$ cat src/rtl/core/dmx_pkg.sv
// ----------------------------------------------------------------------------
// dmx_pkg
// Shared constants and types for the dmx512 frame receiver.
// ----------------------------------------------------------------------------
package dmx_pkg;

    localparam int SLOT_COUNT_DEFAULT = 512;

    // fixed field widths
    localparam int KIND_W     = 2;
    localparam int BYTE_W     = 8;
    localparam int SLOT_IDX_W = 9;
    localparam int TIMEOUT_W  = 3;
    localparam int CFG_IDX_W  = 2;
    localparam int CFG_DATA_W = 9;

    // event kinds
    localparam logic [KIND_W-1:0] KIND_DATA  = 2'd0;
    localparam logic [KIND_W-1:0] KIND_BREAK = 2'd1;
    localparam logic [KIND_W-1:0] KIND_TICK  = 2'd2;
    localparam logic [KIND_W-1:0] KIND_READ  = 2'd3;

    // configuration register indexes
    localparam logic [CFG_IDX_W-1:0] CFG_DEVICE_ADDRESS = 2'd0;
    localparam logic [CFG_IDX_W-1:0] CFG_TIMEOUT_RELOAD = 2'd1;

    localparam logic [TIMEOUT_W-1:0] TIMEOUT_AT_RESET = 3'd4;

    // frame position codes
    localparam int POS_IDLE       = 0;
    localparam int POS_START      = 1;
    localparam int POS_FIRST_SLOT = 2;

    typedef struct packed {
        logic                  en;
        logic [SLOT_IDX_W-1:0] addr;
        logic [BYTE_W-1:0]     data;
    } slot_wr_t;

endpackage

$ cat src/rtl/core/dmx_slot_ram.sv
// ----------------------------------------------------------------------------
// dmx_slot_ram
// Slot store with one write port and one registered read port.
// ----------------------------------------------------------------------------
module dmx_slot_ram #(
    parameter int SLOT_COUNT = dmx_pkg::SLOT_COUNT_DEFAULT
) (
    input  logic                        clk,
    input  logic                        rd_en,
    input  logic [dmx_pkg::SLOT_IDX_W-1:0] rd_addr,
    input  dmx_pkg::slot_wr_t           wr,
    output logic [dmx_pkg::BYTE_W-1:0]  rd_data
);

    localparam int ADDR_W = $clog2(SLOT_COUNT);

    logic [dmx_pkg::BYTE_W-1:0] mem [SLOT_COUNT];
    logic [dmx_pkg::BYTE_W-1:0] rd_data_reg;

    always_ff @(posedge clk)
    begin
        if (wr.en)
        begin
            mem[wr.addr[ADDR_W-1:0]] <= wr.data;
        end
    end

    // a write landing on the same slot in the same cycle is passed through
    always_ff @(posedge clk)
    begin
        if (rd_en)
        begin
            if (wr.en && (wr.addr == rd_addr))
            begin
                rd_data_reg <= wr.data;
            end
            else
            begin
                rd_data_reg <= mem[rd_addr[ADDR_W-1:0]];
            end
        end
    end

    assign rd_data = rd_data_reg;

endmodule

$ cat config.mk
export PLATFORM = sky130hd
export DESIGN_NAME = dmx_slot_ram
export DESIGN_NICKNAME = d
export VERILOG_FILES = /design/src/rtl/core/dmx_pkg.sv /design/src/rtl/core/dmx_slot_ram.sv
export SDC_FILE = /design/constraint.sdc
export NUM_CORES = 2
export LEC_CHECK = 0
export BUFFER_PORTS_ARGS = -buffer_cell sky130_fd_sc_hd__buf_2
export CAP_MARGIN = 20
export CORE_MARGIN = 2
export CORE_UTILIZATION = 39
export DETAILED_ROUTE_END_ITERATION = 8
export SLEW_MARGIN = 5
export SYNTH_ARGS = -nofsm -noshare
export SYNTH_HDL_FRONTEND = slang
export SYNTH_SLANG_ARGS = --single-unit
$ cat constraint.sdc
create_clock -name clk -period 6.8 [get_ports clk]
set_clock_uncertainty 0.2 [all_clocks]
set_input_delay 0.68 -clock clk [delete_from_list [all_inputs] [get_ports clk]]
set_output_delay 0.68 -clock clk [all_outputs]
set_load 0.01 [all_outputs]
[After elaboration in Yosys (flattened, before gate mapping)]
Memory sizes are Yosys's and may differ from the RTL's. A register that Yosys moved wholly into a read port is not among the register bits.
Cells that the tools add are included.
W data, S select, Z words.
Operators by class
  multiplexer cells: 2
Operator list (number)
  $mux W1: 2
Word-level totals
  memories kept: 1
  input bits: 29
  register bits after elaboration: 0
  memory bits (writable): 4096
  word-level logic and storage cells: 3
  output and inout bits: 8
Memories
  mem: depth 512, bits a word 8, rd ports 1, clocked after memory_dff 1, write ports 1, line dmx_slot_ram.sv:17  | logic [dmx_pkg::BYTE_W-1:0] mem [SLOT_COUNT];

[Longest topological paths before layout]
  depth after elaboration: 2
  gate-level depth with buffers: 13
  depth with buffers taken out: 7

[Worst setup path before layout]
OpenSTA, ideal clock, no wires.
  kind: input -> register
  start point: input port rd_addr[1] (netlist name)
  end point: register rd_data_reg, in the netlist rd_data[0], read port of mem, data pin
  cell stages on the path: 10
  data required time: 6338 ps
  buffers on the path: 3
  setup slack: 3743 ps
  library setup time: 262 ps
  data arrival time: 2595 ps
  path through: buf_4 -> buf_4 -> clkbuf_1 -> mux4_2 -> mux4_2 -> o22ai_1 -> nor2_1 -> nor4b_1 -> nand4_1 -> o211ai_2
RTL lines
  start, declared: line dmx_slot_ram.sv:10  | input logic [dmx_pkg::SLOT_IDX_W-1:0] rd_addr,
  end, declared: line dmx_slot_ram.sv:18  | logic [dmx_pkg::BYTE_W-1:0] rd_data_reg;

==> results.json <==
{
  "clk_path_buf_depth": 4,
  "cts_root_buf": "clkbuf_16",
  "status": "complete, no violations",
  "grt_pass1_wl_um": 615000,
  "finalWorstSetupSlack_ps": 2470,
  "max-slew-margin-rel_pct": 0.679,
  "largest_reg_flops": 4096,
  "cts.htree.levels": 5,
  "cts_tree": "done",
  "fp.dieArea_mm2": 0.416,
  "worstPathRequired_ps": 7310,
  "min_period_ps": 4330,
  "syn_area_per_cell_um2": 20.9,
  "dr.pass1.iters": 6,
  "wl_per_cell_um": 31.9,
  "routed_via_density": 5.83,
  "antenna_found_initial": 19,
  "maxCapViolCount": 0,
  "synth_top_area_share_pct": 77.0,
  "yosys_warnings": 0,
  "arrival_ps": 4840,
  "wirelength_um": 435000,
  "synth.top_cells.by_area": "edfxtp_1 (77%), mux4_2 (12%), mux2i_1 (2.8%), nor2_1 (1.4%), o22ai_1 (0.64%)",
  "rsz0062_at_grt": "false",
  "yosys_most_used_dff": "edfxtp_1",
  "vias": 79564,
  "syn_area_mm2": 0.160,
  "dp_cells": 12871,
  "core-area_mm2": 0.409,
  "final_cell_mix": "edfxtp_1 (4104), mux4_2 (863), nor2_1 (590)",
  "pre_cts_ws_ps": 1480,
  "ys_async_sr_fraction_pct": 0,
  "cts.sinks": 4104,
  "yosysSeqAreaShare_pct": 77.0,
  "rows": 235,
  "hold_viol_final": 0,
  "ios": 37,
  "max_freq_mhz": 231,
  "slowest_stage": "a2111oi_0",
  "syn_nets": 7705,
  "design.final.nets": 7877,
  "start_util_pct": 39.1,
  "drv_slew": 0,
  "cpMostUsedCell": "buf_12",
  "yosysUniqueCellTypes": 70,
  "grt_pass1_vias": 79900,
  "final_common_cell": "edfxtp_1",
  "ir_drop_mv": 0.252,
  "final_cells": 13637,
  "crit_chain": "buf_12 > buf_12 > buf_12 > mux4_2 > mux2i_1 > nor2_1 > a2111oi_0 > buf_4 > o21ai_0 > nand4_1 > o211ai_2",
  "place.gp.congestion": 0.849,
  "drc": 0,
  "track_usage_pct": 20.5,
  "critPathLaunchType": "primary input",
  "cts_hold_buf": 5,
  "grt_max_degree": 186,
  "path_max_fanout": 54,
  "slowest_delay_ps": 790,
  "drive_gt1_share_pct": 21.0,
  "dp_hpwl_um": 265000,
  "yosysTopAreaCell": "edfxtp_1",
  "setup_tns_ps": 0,
  "worst_pin_slew_ps": 1490,
  "clkLatencyLatePin_ps": 990,
  "power-per-cell-area_mw_per_mm2": 293,
  "area_delta_synth_final_pct": 12.0,
  "p_leak_nw": 55.3,
  "grt_overflow": 0,
  "worst_setup_hold_path_clk_slew_ps": 60,
  "syn-instance-count": 7676,
  "io_buffer_count": 36,
  "cts_setup_buffers": 0,
  "hold_path.class": "primary input to register",
  "path_class": "primary input to register",
  "worstSetupEndpointType": "register",
  "drt_iter0_drc": 9965,
  "final-setup-viol-count": 0,
  "post-route-period-util_pct": 63.6,
  "ys_seq_elements": 4104,
  "antenna_left": 0,
  "cts_resized": 0,
  "synth_edf_count": 4104,
  "cts_buffers": 419,
  "dieHeight_um": 645,
  "die_w_um": 645
}
final cells by class:
| class | instances | area, um2 |
|---|---|---|
| fillers | 34755 | 230000 |
| flip-flops and latches | 4104 | 123000 |
| multi-input cells | 3087 | 33900 |
| clock buffers | 514 | 11000 |
| well taps | 5451 | 6820 |
| repair buffers | 224 | 2250 |
| clock inverters | 238 | 1980 |
| inverters | 12 | 55.1 |
| diodes | 7 | 17.5 |
layer usage:
metal	global-route usage, %	up-vias	routed length [um]
met5	0	-	11
met4	7.49	2	17500
met3	3.51	737	35400
met2	33.0	3723	207000
met1	28.3	42801	175000
li1	-	32301	-
report_power, final:
group	switching, mW	internal (mW)
Sequential	0.0223	27.9
Clock	9.56	12.6
Combinational	1.73	0.808
final timing paths:
check / from / endpoint / slack (ps) / cells after the start
max: rd_addr[0] / rd_data[0] / 2470 / 11
min: wr[6] / mem[397][6] / 90 / 1
min reg2reg: mem[468][1] / rd_data[1] / 900 / 6
max reg2reg: mem[238][0] / rd_data[0] / 3260 / 8
synth_stat cells, types with 6 or more instances:
| cell | instances |
|---|---|
| buf_12 | 21 |
| nor2_1 | 592 |
| mux4_2 | 863 |
| xor2_1 | 8 |
| clkbuf_1 | 191 |
| o21ai_0 | 97 |
| mux4_1 | 7 |
| nand4_1 | 26 |
| a211oi_1 | 83 |
| mux2_2 | 47 |
| and3_1 | 6 |
| mux2i_1 | 445 |
| buf_2 | 96 |
| o22ai_1 | 164 |
| edfxtp_1 | 4104 |
| and2_1 | 13 |
| o31a_1 | 11 |
| nor3_1 | 73 |
| a22oi_1 | 38 |
| o2111ai_1 | 12 |
| nand2_1 | 218 |
| a21oi_1 | 63 |
| nand4b_1 | 8 |
| nor2b_1 | 15 |
| a2111oi_0 | 23 |
| o221ai_1 | 51 |
| a211o_1 | 14 |
| a22o_1 | 8 |
| nand3_1 | 60 |
| buf_1 | 33 |
| nand2b_1 | 7 |
| nand3b_1 | 8 |
| nor4b_1 | 6 |
| inv_1 | 10 |
| buf_6 | 66 |
| nor4_1 | 30 |
| a221oi_1 | 22 |
| o211ai_1 | 8 |
| buf_4 | 47 |
| buf_8 | 19 |
critical path, delay by kind of cell:
family	cells	cell delay (ps)
simple gates	2	570
compound gates	3	1120
mux	2	870
buf+inv	4	1450
cells by family after synthesis:
group	share of synthesized area, %
AND/OR/NAND/NOR	2.92
flip-flops	77.0
buffers and inverters	1.98
AO/OA/AOI/OAI	2.74
XOR/XNOR	0.0492
multiplexers	15.4
stage by stage:
| stage | area [um2] | util [%] | hold WS, ps | power, mW |
|---|---|---|---|---|
| floorplan | 160000 | - | 579 | 29.8 |
| global placement | 166000 | 40.6 | 888 | 30.9 |
| detailed placement | 166000 | 40.6 | 873 | 31.0 |
| CTS | 179000 | 43.8 | 40.0 | 52.8 |
| global route | 179000 | 43.8 | 102 | 53.9 |
| finish | 179000 | 43.8 | 94.6 | 52.6 |
Note: power is estimated with default switching activity, not from simulation.
