[src/rtl/core/dmx_pkg.sv]
// ----------------------------------------------------------------------------
// dmx_pkg
// Shared constants and types for the dmx512 frame receiver.
// ----------------------------------------------------------------------------
package dmx_pkg;

    localparam int SLOT_COUNT_DEFAULT = 512;

    // fixed field widths
    localparam int KIND_W     = 2;
    localparam int BYTE_W     = 8;
    localparam int SLOT_IDX_W = 9;
    localparam int TIMEOUT_W  = 3;
    localparam int CFG_IDX_W  = 2;
    localparam int CFG_DATA_W = 9;

    // event kinds
    localparam logic [KIND_W-1:0] KIND_DATA  = 2'd0;
    localparam logic [KIND_W-1:0] KIND_BREAK = 2'd1;
    localparam logic [KIND_W-1:0] KIND_TICK  = 2'd2;
    localparam logic [KIND_W-1:0] KIND_READ  = 2'd3;

    // configuration register indexes
    localparam logic [CFG_IDX_W-1:0] CFG_DEVICE_ADDRESS = 2'd0;
    localparam logic [CFG_IDX_W-1:0] CFG_TIMEOUT_RELOAD = 2'd1;

    localparam logic [TIMEOUT_W-1:0] TIMEOUT_AT_RESET = 3'd4;

    // frame position codes
    localparam int POS_IDLE       = 0;
    localparam int POS_START      = 1;
    localparam int POS_FIRST_SLOT = 2;

    typedef struct packed {
        logic                  en;
        logic [SLOT_IDX_W-1:0] addr;
        logic [BYTE_W-1:0]     data;
    } slot_wr_t;

endpackage

[src/rtl/core/dmx_frame_ctrl.sv]
// ----------------------------------------------------------------------------
// dmx_frame_ctrl
// Frame position, fill mark, timeout and light state, updated once per beat.
// ----------------------------------------------------------------------------
module dmx_frame_ctrl #(
    parameter int SLOT_COUNT = dmx_pkg::SLOT_COUNT_DEFAULT
) (
    input  logic                           clk,
    input  logic                           rst_n,
    input  logic                           advance,
    input  logic [dmx_pkg::KIND_W-1:0]     kind,
    input  logic [dmx_pkg::BYTE_W-1:0]     rx_byte,
    input  logic [dmx_pkg::SLOT_IDX_W-1:0] rd_addr,
    input  logic [dmx_pkg::BYTE_W-1:0]     rd_data,
    input  logic [dmx_pkg::TIMEOUT_W-1:0]  timeout_reload,
    output dmx_pkg::slot_wr_t              wr,
    output logic [dmx_pkg::BYTE_W-1:0]     read_data,
    output logic                           activity_led,
    output logic                           link_led
);

    localparam int POS_W  = $clog2(SLOT_COUNT + 3);
    localparam int FILL_W = $clog2(SLOT_COUNT + 1);
    localparam int CMP_W  = dmx_pkg::SLOT_IDX_W + 1;

    localparam logic [POS_W-1:0] P_IDLE  = POS_W'(dmx_pkg::POS_IDLE);
    localparam logic [POS_W-1:0] P_START = POS_W'(dmx_pkg::POS_START);
    localparam logic [POS_W-1:0] P_FIRST = POS_W'(dmx_pkg::POS_FIRST_SLOT);
    localparam logic [POS_W-1:0] P_END   = POS_W'(dmx_pkg::POS_FIRST_SLOT + SLOT_COUNT);

    logic [POS_W-1:0]              pos_reg, pos_next;
    logic [FILL_W-1:0]             fill_reg, fill_next;
    logic [dmx_pkg::TIMEOUT_W-1:0] timeout_reg, timeout_next;
    logic                          link_reg, link_next;
    logic                          act_reg, act_next;
    logic                          in_range;
    logic [dmx_pkg::BYTE_W-1:0]    slot_val;

    // slots at or above the fill mark were never written since reset
    assign in_range = CMP_W'(rd_addr) < CMP_W'(fill_reg);
    assign slot_val = in_range ? rd_data : '0;

    always_comb
    begin
        pos_next     = pos_reg;
        fill_next    = fill_reg;
        timeout_next = timeout_reg;
        link_next    = link_reg;
        act_next     = act_reg;
        read_data    = '0;
        wr.en        = 1'b0;
        wr.addr      = dmx_pkg::SLOT_IDX_W'(pos_reg - P_FIRST);
        wr.data      = rx_byte;
        unique case (kind)
            dmx_pkg::KIND_DATA:
            begin
                if (pos_reg == P_START)
                begin
                    pos_next = (rx_byte == '0) ? P_FIRST : P_IDLE;
                end
                else if ((pos_reg != P_IDLE) && (pos_reg < P_END))
                begin
                    wr.en    = 1'b1;
                    pos_next = pos_reg + POS_W'(1);
                    if (FILL_W'(pos_reg - P_START) > fill_reg)
                    begin
                        fill_next = FILL_W'(pos_reg - P_START);
                    end
                end
            end
            dmx_pkg::KIND_BREAK:
            begin
                pos_next     = P_START;
                link_next    = 1'b1;
                timeout_next = timeout_reload;
                act_next     = slot_val != '0;
            end
            dmx_pkg::KIND_TICK:
            begin
                if (timeout_reg != '0)
                begin
                    timeout_next = timeout_reg - dmx_pkg::TIMEOUT_W'(1);
                end
                else
                begin
                    link_next = ~link_reg;
                end
            end
            dmx_pkg::KIND_READ:
            begin
                read_data = slot_val;
            end
            default:
            begin
                read_data = '0;
            end
        endcase
        if (!advance)
        begin
            wr.en = 1'b0;
        end
    end

    always_ff @(posedge clk or negedge rst_n)
    begin
        if (!rst_n)
        begin
            pos_reg     <= P_IDLE;
            fill_reg    <= '0;
            timeout_reg <= dmx_pkg::TIMEOUT_AT_RESET;
            link_reg    <= 1'b1;
            act_reg     <= 1'b0;
        end
        else if (advance)
        begin
            pos_reg     <= pos_next;
            fill_reg    <= fill_next;
            timeout_reg <= timeout_next;
            link_reg    <= link_next;
            act_reg     <= act_next;
        end
    end

    assign activity_led = act_next;
    assign link_led     = link_next;

endmodule

[config.mk]
export PLATFORM = sky130hd
export DESIGN_NAME = dmx_frame_ctrl
export DESIGN_NICKNAME = d
export VERILOG_FILES = /design/src/rtl/core/dmx_pkg.sv /design/src/rtl/core/dmx_frame_ctrl.sv
export SDC_FILE = /design/constraint.sdc
export NUM_CORES = 1
export LEC_CHECK = 0
export BUFFER_PORTS_ARGS = -buffer_cell sky130_fd_sc_hd__buf_4
export CORE_ASPECT_RATIO = 1.75
export CORE_MARGIN = 2
export CORE_UTILIZATION = 30
export DETAILED_ROUTE_END_ITERATION = 6
export PLACE_DENSITY_LB_ADDON = 0.12
export RECOVER_POWER = 50
export SLEW_MARGIN = 10
export SYNTH_ARGS = -nofsm -noshare
export SYNTH_HDL_FRONTEND = slang
export SYNTH_SLANG_ARGS = --single-unit
[constraint.sdc]
create_clock -name clk -period 3.5 [get_ports clk]
set_clock_uncertainty 0.1 [all_clocks]
set_input_delay 0.7 -clock clk [delete_from_list [all_inputs] [get_ports clk]]
set_output_delay 0.7 -clock clk [all_outputs]
set_load 0.005 [all_outputs]
### Word-level counts from Yosys, hierarchy flattened

Index checks and enable logic that the tools add are counted.
Widths: inputs -> output; s select.

* word-level logic and storage cells: 46
* bits in registers: 25
* output and inout bits: 28

* equality and inequality tests: 6
* bitwise logic cells: 2
* reduce and logical (&&, ||, !) cells: 11
* $add $sub $neg: 4
* $lt $le $gt $ge: 3
* multiplexer cells: 15

Operators by type and width (number)
* $mux 10: 2
* $pmux 10 s2: 1
* $mux 8: 2
* $add 10x1->10 const B: 1
* $eq 10x1->1 const B: 1
* $gt 10x10->1: 1
* $lt 10x10->1 const B: 1
* $lt 9x10->1: 1
* $reduce_bool 10->1: 1
* $sub 10x1->10 const B: 1
* $sub 9x2->9 const B: 1
* $logic_not 8->1: 1
* $reduce_bool 8->1: 1
* $mux 1: 6
* $pmux 3 s2: 1
* $reduce_and 3->1: 2
* $reduce_and 5->1: 1
* $eq 2x2->1 const B: 2
* $reduce_bool 2->1: 2
* $mux 3: 1
* $ne 3x3->1 const B: 1
* $reduce_bool 3->1: 1
* $sub 3x1->3 const B: 1
* $eq 2x1->1 const B: 1
* 6 further kinds: 7

### Logic depth before layout (Yosys ltp)

Gate-level depths: netlist (run 1).

* depth in word-level cells: 6
* mapped depth: 13
* gate-level depth less buffers: 12

### Least setup slack after synthesis (run 1)

OpenSTA, ideal clock, no wires.

* kind: reg-to-reg
* start: reg pos_reg[2]
* end: reg fill_reg[0]
* arrival: 2.892 ns
* clock period less this slack: 3.117 ns
* setup time: 0.125 ns
* slack: 0.383 ns
* data required time: 3.275 ns
* cell stages (with the launch flop): 14
* cells stage by stage: dfrtp_1 -> inv_1 -> ha_1 -> a21boi_0 -> nand3_1 -> xnor2_1 -> ha_1 -> nand3_1 -> nor3_1 -> o21ai_0 -> o211ai_1 -> and3_1 -> buf_4 -> mux2_2

* longest elaborated chain between the ends: 3

Ends and longest elaborated chain
* start: declaration: RTL line dmx_frame_ctrl.sv:31 `logic [POS_W-1:0] pos_reg, pos_next;`
* start signal: assignment: RTL line dmx_frame_ctrl.sv:116 `pos_reg <= pos_next;`
* $sub 10x1->10 (tied with other cells): RTL line dmx_frame_ctrl.sv:65 `if (FILL_W'(pos_reg - P_START) > fill_reg)`
* $gt 10x10->1 (tied with other cells): RTL line dmx_frame_ctrl.sv:65
* $reduce_and 5->1 (no source line) *
* end signal: assignment: RTL line dmx_frame_ctrl.sv:117 `fill_reg <= fill_next;`
* end: declaration: RTL line dmx_frame_ctrl.sv:32 `logic [FILL_W-1:0] fill_reg, fill_next;`

Every way passes the cells marked *; elsewhere a longest branch is shown, timed or not.
A chain may end at the register's enable or synchronous reset.

### Final worst setup path (run 1)

* start: reg pos_reg[1]
* end: reg fill_reg[4]

* longest elaborated chain between the ends: 3

Ends and longest elaborated chain (RTL line)
* $sub 10x1->10 (tied with other cells): dmx_frame_ctrl.sv:65, dmx_frame_ctrl.sv:67
* $gt 10x10->1 (tied with other cells): dmx_frame_ctrl.sv:65
* $reduce_and 5->1 (no source line)

Parallel ways exist; a longest one is shown, timed or not.

==> impl_metrics.ini, run 1 <==
[status]
outcome = finished with violations
failing_checks = max-capacitance violations

[drt]
vias_per_std_cell = 4.78
remaining_drc_errors = 0
initialDrtViolationCount = 34
route.detailed.wl_per_inst_um = 14.1
drt_pass1_iterations = 4
antenna_violating_nets_post_route = 0
routed_wirelength_um = 5760
vias = 1953

[power_and_ir_drop]
leakage_nw = 1.42
power.density_cell_area_nw_per_um2 = 581
ir_worst_vdd_v = 0.000213
post-layout-total-power_w = 0.00164

[worst_setup_path]
worstPathRequired_ns = 3.55
rr_worst_depth = 13
setup.worst_path.class = flop to flop
crit_path_top_delay_cell = sky130_fd_sc_hd__dfrtp_1
critPathLaunchType = flop
max_stage_delay_ns = 0.37
cp.arrival_ns = 3.21
critPathMostFrequentCell = sky130_fd_sc_hd__ha_1
critical_path_buf_inv_count = 2
path_delay_family = simple AND/OR/NAND/NOR gates
end_kind = flop
critical_path_depth = 13
critPathMaxFanout = 6
worstPathCellList = inv_1 -> ha_1 -> nand2_1 -> nor4_1 -> xor2_1 -> ha_1 -> nand3_1 -> nor3_2 -> o21ai_0 -> o211ai_1 -> and3_1 -> buf_4 -> mux2_2

[grt]
number_of_global_route_vias_before_repair = 1974
global_route_wire_length_before_repair_um = 9450
grt_max_degree = 26
grt_overflow_total = 0
gr-usage-all-layers_pct = 14.5
grt_antenna_before_repair = 0

[place]
place_congestion = 0.773
detailedPlacementHpwl_um = 4800
port_buf_inserts = 60

[cells_and_area]
post_route_cells_drive_above_1_share_pct = 26.3
layout_common_cells = 55 x sky130_fd_sc_hd__buf_4, 31 x sky130_fd_sc_hd__inv_1, 30 x sky130_fd_sc_hd__ha_1
layout_commonest_cell = sky130_fd_sc_hd__buf_4
num-fill-cells = 771
area_growth_pct = 25.4
antenna-diode-count = 0
final_util_pct = 38.9
design.final.nets = 387

[clocking]
cts-root-buf = sky130_fd_sc_hd__clkbuf_16
cts_hold_repair.buffers = 0
cts.sink_count = 25
worstSkewPairLatency_ns = 0.27
cts-root-to-sink-buffers = 2
htreeDepth = 1
clk_transition_reported_paths_ns = 0.07
cts-buffers-inserted = 3
cts_tree = done

[synth]
synthFlopType = sky130_fd_sc_hd__dfrtp_1
syn-num-nets = 334
number_of_standard_cells_after_synthesis = 271
synth_area_per_cell_um2 = 8.28
netlist-cell-type-count = 39
ffs_latches_synth = 25
yosys_warnings = 0
synth-async-reset-ratio_pct = 100
syn_area_um2 = 2240
synth-seq-area-share_pct = 28.0
number_of_enable_flip_flop_cells_after_synthesis = 0

[floorplanning]
floorplan.core_area_um2 = 7230
die_height_um = 118
total_number_of_placement_rows = 41
die_width_um = 69.4
initial_core_util_pct = 31.0
die_area_um2 = 8210
pin_count = 61

[flow_run]
drv_cap = 1

[sta]
finalWorstPathRequiredPeriod_ns = 3.15
slew-limit-headroom_pct = 0.843
setup_violations = 0
worst_margin_slew_ns = 1.49
finalCritPeriodShare_pct = 90.1
rsz0062_at_grt = no
maxClockFrequency_ghz = 0.317
timing_hold_violations_final = 0
report.final.slew_viol_count = 0

[hold_path]
worstHoldPathCells = 2
class_of_the_worst_hold_path = flop to flop
[per-layer routing]
| layer | track usage, % | wire (µm) |
|---|---|---|
| met2 | 28.6 | 3450 |
| met3 | 1.62 | 101 |
| met1 | 15.0 | 2110 |
| met5 | 0 | 0 |
| met4 | 5.88 | 104 |
[power breakdown]
group | leakage [nW] | internal [W] | switching (W) | total, W
clock network | 0.0382 | 0.000156 | 0.000113 | 0.000270
registers | 0.316 | 0.000375 | 0.0000454 | 0.000421
logic | 1.06 | 0.000442 | 0.000504 | 0.000945
[timing repair]
item | in CTS | in global routing
setup buffers | 0 | 0
endpoints found under the setup margin | 9 | 10
endpoints found under the hold margin | 0 | 0
gates resized for setup | 1 | 4
[tightest hold or removal path: cells and delay by family (launching register included)]
| family | cells | cell delay, ns |
|---|---|---|
| compound gates | 1 | 0.05 |
| flops | 1 | 0.34 |
| simple gates | 1 | 0.05 |
[synth_stat cells (3+ instances only)]
library cell	number	area (µm²)
sky130_fd_sc_hd__nand2_1	23	86.3
sky130_fd_sc_hd__o211ai_1	3	22.5
sky130_fd_sc_hd__mux2_2	9	101
sky130_fd_sc_hd__nand2b_1	5	31.3
sky130_fd_sc_hd__buf_2	3	15.0
sky130_fd_sc_hd__nor2b_1	3	18.8
sky130_fd_sc_hd__xnor2_1	7	61.3
sky130_fd_sc_hd__xor2_1	7	61.3
sky130_fd_sc_hd__inv_1	32	120
sky130_fd_sc_hd__nand3_1	9	45.0
sky130_fd_sc_hd__ha_1	30	375
sky130_fd_sc_hd__o21ai_0	22	110
sky130_fd_sc_hd__nor2_1	23	86.3
sky130_fd_sc_hd__buf_4	11	82.6
sky130_fd_sc_hd__nor4_1	6	37.5
sky130_fd_sc_hd__nor3_1	5	25.0
sky130_fd_sc_hd__clkbuf_1	4	15.0
sky130_fd_sc_hd__and3_1	5	31.3
sky130_fd_sc_hd__a21oi_1	15	75.1
sky130_fd_sc_hd__dfrtp_1	23	576
[cells by family (layout without fill, tap and decap cells)]
family	after synthesis	count (layout)	share of synthesized area (%)
AO/OA/AOI/OAI	53	53	14.2
XOR/XNOR	14	14	5.47
adder cells (fa/ha/maj)	30	30	16.7
buffers and inverters	52	104	11.0
flip-flops	25	25	28.0
multiplexers	11	11	5.41
AND/OR/NAND/NOR	86	86	19.1
[area by class of cell]
type,instances,area (µm²),share of cell area [%]
flip-flops and latches,25,628,22.3
multi-input cells,194,1380,49.2
repair buffers,68,495,17.6
inverters,32,120,4.27
well taps,86,108,3.82
clock buffers,4,78.8,2.80
[final timing paths]
| check | slack, ns | end | startpoint |
|---|---|---|---|
| setup / recovery | 0.35 | fill_reg[4] | pos_reg[1] |
| hold / removal | 0.38 | act_reg | act_reg |
| setup reg to reg | 0.35 | fill_reg[4] | pos_reg[1] |
| hold reg to reg | 0.38 | act_reg | act_reg |
| max in group asynchronous | 1.75 | fill_reg[8] | rst_n |
| min in group asynchronous | 0.67 | pos_reg[0] | rst_n |
[metrics by stage]
step	setup TNS (ns)	cells	hold WS [ns]	worst slack [ns]	area, µm²
after floorplan	0	271	0.304	0.383	2240
after global placement	0	405	0.361	0.0902	2730
after detailed placement	-0.174	405	0.372	-0.0336	2730
after CTS	0	409	0.247	0.0890	2810
after global routing	0	409	0.427	0.0665	2810
final	0	409	0.376	0.346	2810
(Power assumes the default switching activity.)
==> inputs of run 2 (changes only) <==
--- a/config.mk
+++ b/config.mk
@@ -6,6 +6,8 @@
 export NUM_CORES = 1
 export LEC_CHECK = 0
 export BUFFER_PORTS_ARGS = -buffer_cell sky130_fd_sc_hd__buf_4
+export CELL_PAD_IN_SITES_DETAIL_PLACEMENT = 0
+export CELL_PAD_IN_SITES_GLOBAL_PLACEMENT = 1
 export CORE_ASPECT_RATIO = 1.75
 export CORE_MARGIN = 2
 export CORE_UTILIZATION = 30
==> run 2 against run 1 <==
The flow now finishes without violations. Cell area is 0.53% higher. Highest routed layer unchanged. Critical path depth is 1 higher. Critical endpoint is now fill_reg[9]. Flip-flop and latch count stayed put. Die area stayed put.
==> impl_metrics.ini, run 2 (synthesized netlist as in run 1, its figures left out) <==
[status]
outcome = finished, final reports clean

[grt]
grt_max_degree = 26
number_of_global_route_vias_before_repair = 2065
gr-usage-all-layers_pct = 14.5
global_route_wire_length_before_repair_um = 9640
grt_antenna_before_repair = 0
grt_overflow_total = 0

[sta]
rsz0062_at_grt = no
report.final.slew_viol_count = 0
timing_hold_violations_final = 0
finalWorstPathRequiredPeriod_ns = 3.27
totalNegativeSetupSlack_ns = 0
finalCritPeriodShare_pct = 93.4
maxClockFrequency_ghz = 0.306
finalWorstSetupSlack_ns = 0.232
slew-limit-headroom_pct = 2.60
worst_margin_slew_ns = 1.46
setup_violations = 0

[hold_path]
class_of_the_worst_hold_path = flop to flop
worstHoldPathCells = 2

[flow_run]
drv_cap = 0

[cells_and_area]
post_route_cells_drive_above_1_share_pct = 26.9
area_growth_pct = 26.1
layout_common_cells = 59 x sky130_fd_sc_hd__buf_4, 31 x sky130_fd_sc_hd__inv_1, 30 x sky130_fd_sc_hd__ha_1
stdcell_area_um2 = 2830
antenna-diode-count = 0
layout_commonest_cell = sky130_fd_sc_hd__buf_4
design.final.nets = 391

[place]
place_congestion = 0.792
detailedPlacementHpwl_um = 4920
post_dp_cell_area_um2 = 2760
port_buf_inserts = 60
pre_cts_slack_ns = 0.130

[clocking]
clk_transition_reported_paths_ns = 0.07
postCtsSetupRepairBufs = 0
cts-buffers-inserted = 3
cts.sink_count = 25
htreeDepth = 1
cts_tree = done
cts-root-to-sink-buffers = 2
cts-root-buf = sky130_fd_sc_hd__clkbuf_16
cts_hold_repair.buffers = 0
worstSkewPairLatency_ns = 0.26

[drt]
vias = 2025
drt_pass1_iterations = 4
routed_wirelength_um = 5930
route.detailed.wl_per_inst_um = 14.4
remaining_drc_errors = 0
initialDrtViolationCount = 22
vias_per_std_cell = 4.90
antenna_violating_nets_post_route = 0

[worst_setup_path]
worstPathRequired_ns = 3.55
regToRegSetupSlack_ns = 0.23
rr_worst_depth = 14
cp-endpoint = fill_reg[9]
critPathMaxFanout = 7
cp.arrival_ns = 3.32
r2r-start = pos_reg[2]
end_kind = flop
setup.worst_path.class = flop to flop
critPathLaunchType = flop
cp-startpoint = pos_reg[2]
worst_r2r_endpoint = fill_reg[9]

[power_and_ir_drop]
ir_worst_vdd_v = 0.000216
leakage_nw = 1.44
power.density_cell_area_nw_per_um2 = 575

[floorplanning]
die_height_um = 118
total_number_of_placement_rows = 41
pin_count = 61
initial_core_util_pct = 31.0
floorplan.core_area_um2 = 7230
die_area_um2 = 8210
die_width_um = 69.4
[run 2: timing repair]
| action | in CTS | in global routing |
|---|---|---|
| hold endpoints to repair | 0 | 0 |
| gates resized for setup | 0 | 1 |
| setup endpoints to repair | 0 | 9 |
[run 2: worst min-delay path by stage]
| stage | from | to | slack (ns) |
|---|---|---|---|
| floorplan | rst_n | act_reg | 0.30 |
| global route | act_reg | act_reg | 0.41 |
| finish | timeout_reg[2] | timeout_reg[2] | 0.38 |
| detailed placement | act_reg | act_reg | 0.37 |
| global placement | act_reg | act_reg | 0.36 |
| CTS | rst_n | pos_reg[4] | 0.25 |
[run 2: cell type report]
| type | count | area [µm²] |
|---|---|---|
| Fill cell | 765 | 4400 |
| Multi-Input combinational cell | 194 | 1370 |
| Sequential cell | 25 | 628 |
| Timing Repair Buffer | 72 | 526 |
| Inverter | 32 | 120 |
| Tap cell | 86 | 108 |
| Clock buffer | 3 | 75.1 |
| Clock inverter | 1 | 5.00 |
[run 2: worst max-delay path, stage by stage, from the launching register on]
cell and delay [ns]:
sky130_fd_sc_hd__dfrtp_1 0.48, sky130_fd_sc_hd__inv_2 0.16, sky130_fd_sc_hd__ha_1 0.24, sky130_fd_sc_hd__a21boi_0 0.20, sky130_fd_sc_hd__buf_4 0.16, sky130_fd_sc_hd__nand3_1 0.08
sky130_fd_sc_hd__xnor2_1 0.17, sky130_fd_sc_hd__ha_1 0.31, sky130_fd_sc_hd__nand3_1 0.11, sky130_fd_sc_hd__nor3_1 0.24, sky130_fd_sc_hd__o21ai_0 0.12, sky130_fd_sc_hd__o211ai_1 0.10
sky130_fd_sc_hd__and3_1 0.19, sky130_fd_sc_hd__buf_4 0.16, sky130_fd_sc_hd__mux2_2 0.34
[run 2: through the flow]
step	instances	utilization (%)	hold WS [ns]	power, W
2_1_floorplan	271	-	0.304	0.00103
3_3_place_gp	409	38.2	0.363	0.00138
3_5_place_dp	409	38.2	0.373	0.00139
4_1_cts	413	39.3	0.253	0.00166
5_1_grt	413	39.1	0.411	0.00179
6_report	413	39.1	0.381	0.00163
[run 2: per-layer routing]
metal | wire length, µm | vias up | GRT usage, % | share of wire, %
met5 | 0 | - | 0 | 0
met4 | 91 | 0 | 4.66 | 1.5
met1 | 2240 | 955 | 14.8 | 38
met3 | 148 | 4 | 1.45 | 2.5
met2 | 3450 | 41 | 29.4 | 58
li1 | - | 1025 | - | -
[run 2: power by group]
part | switching [W] | total (W) | internal (W) | leakage [nW]
registers | 0.0000462 | 0.000421 | 0.000375 | 0.316
clock network | 0.000110 | 0.000265 | 0.000154 | 0.0409
logic | 0.000499 | 0.000942 | 0.000443 | 1.08
total | 0.000655 | 0.00163 | 0.000972 | 1.44
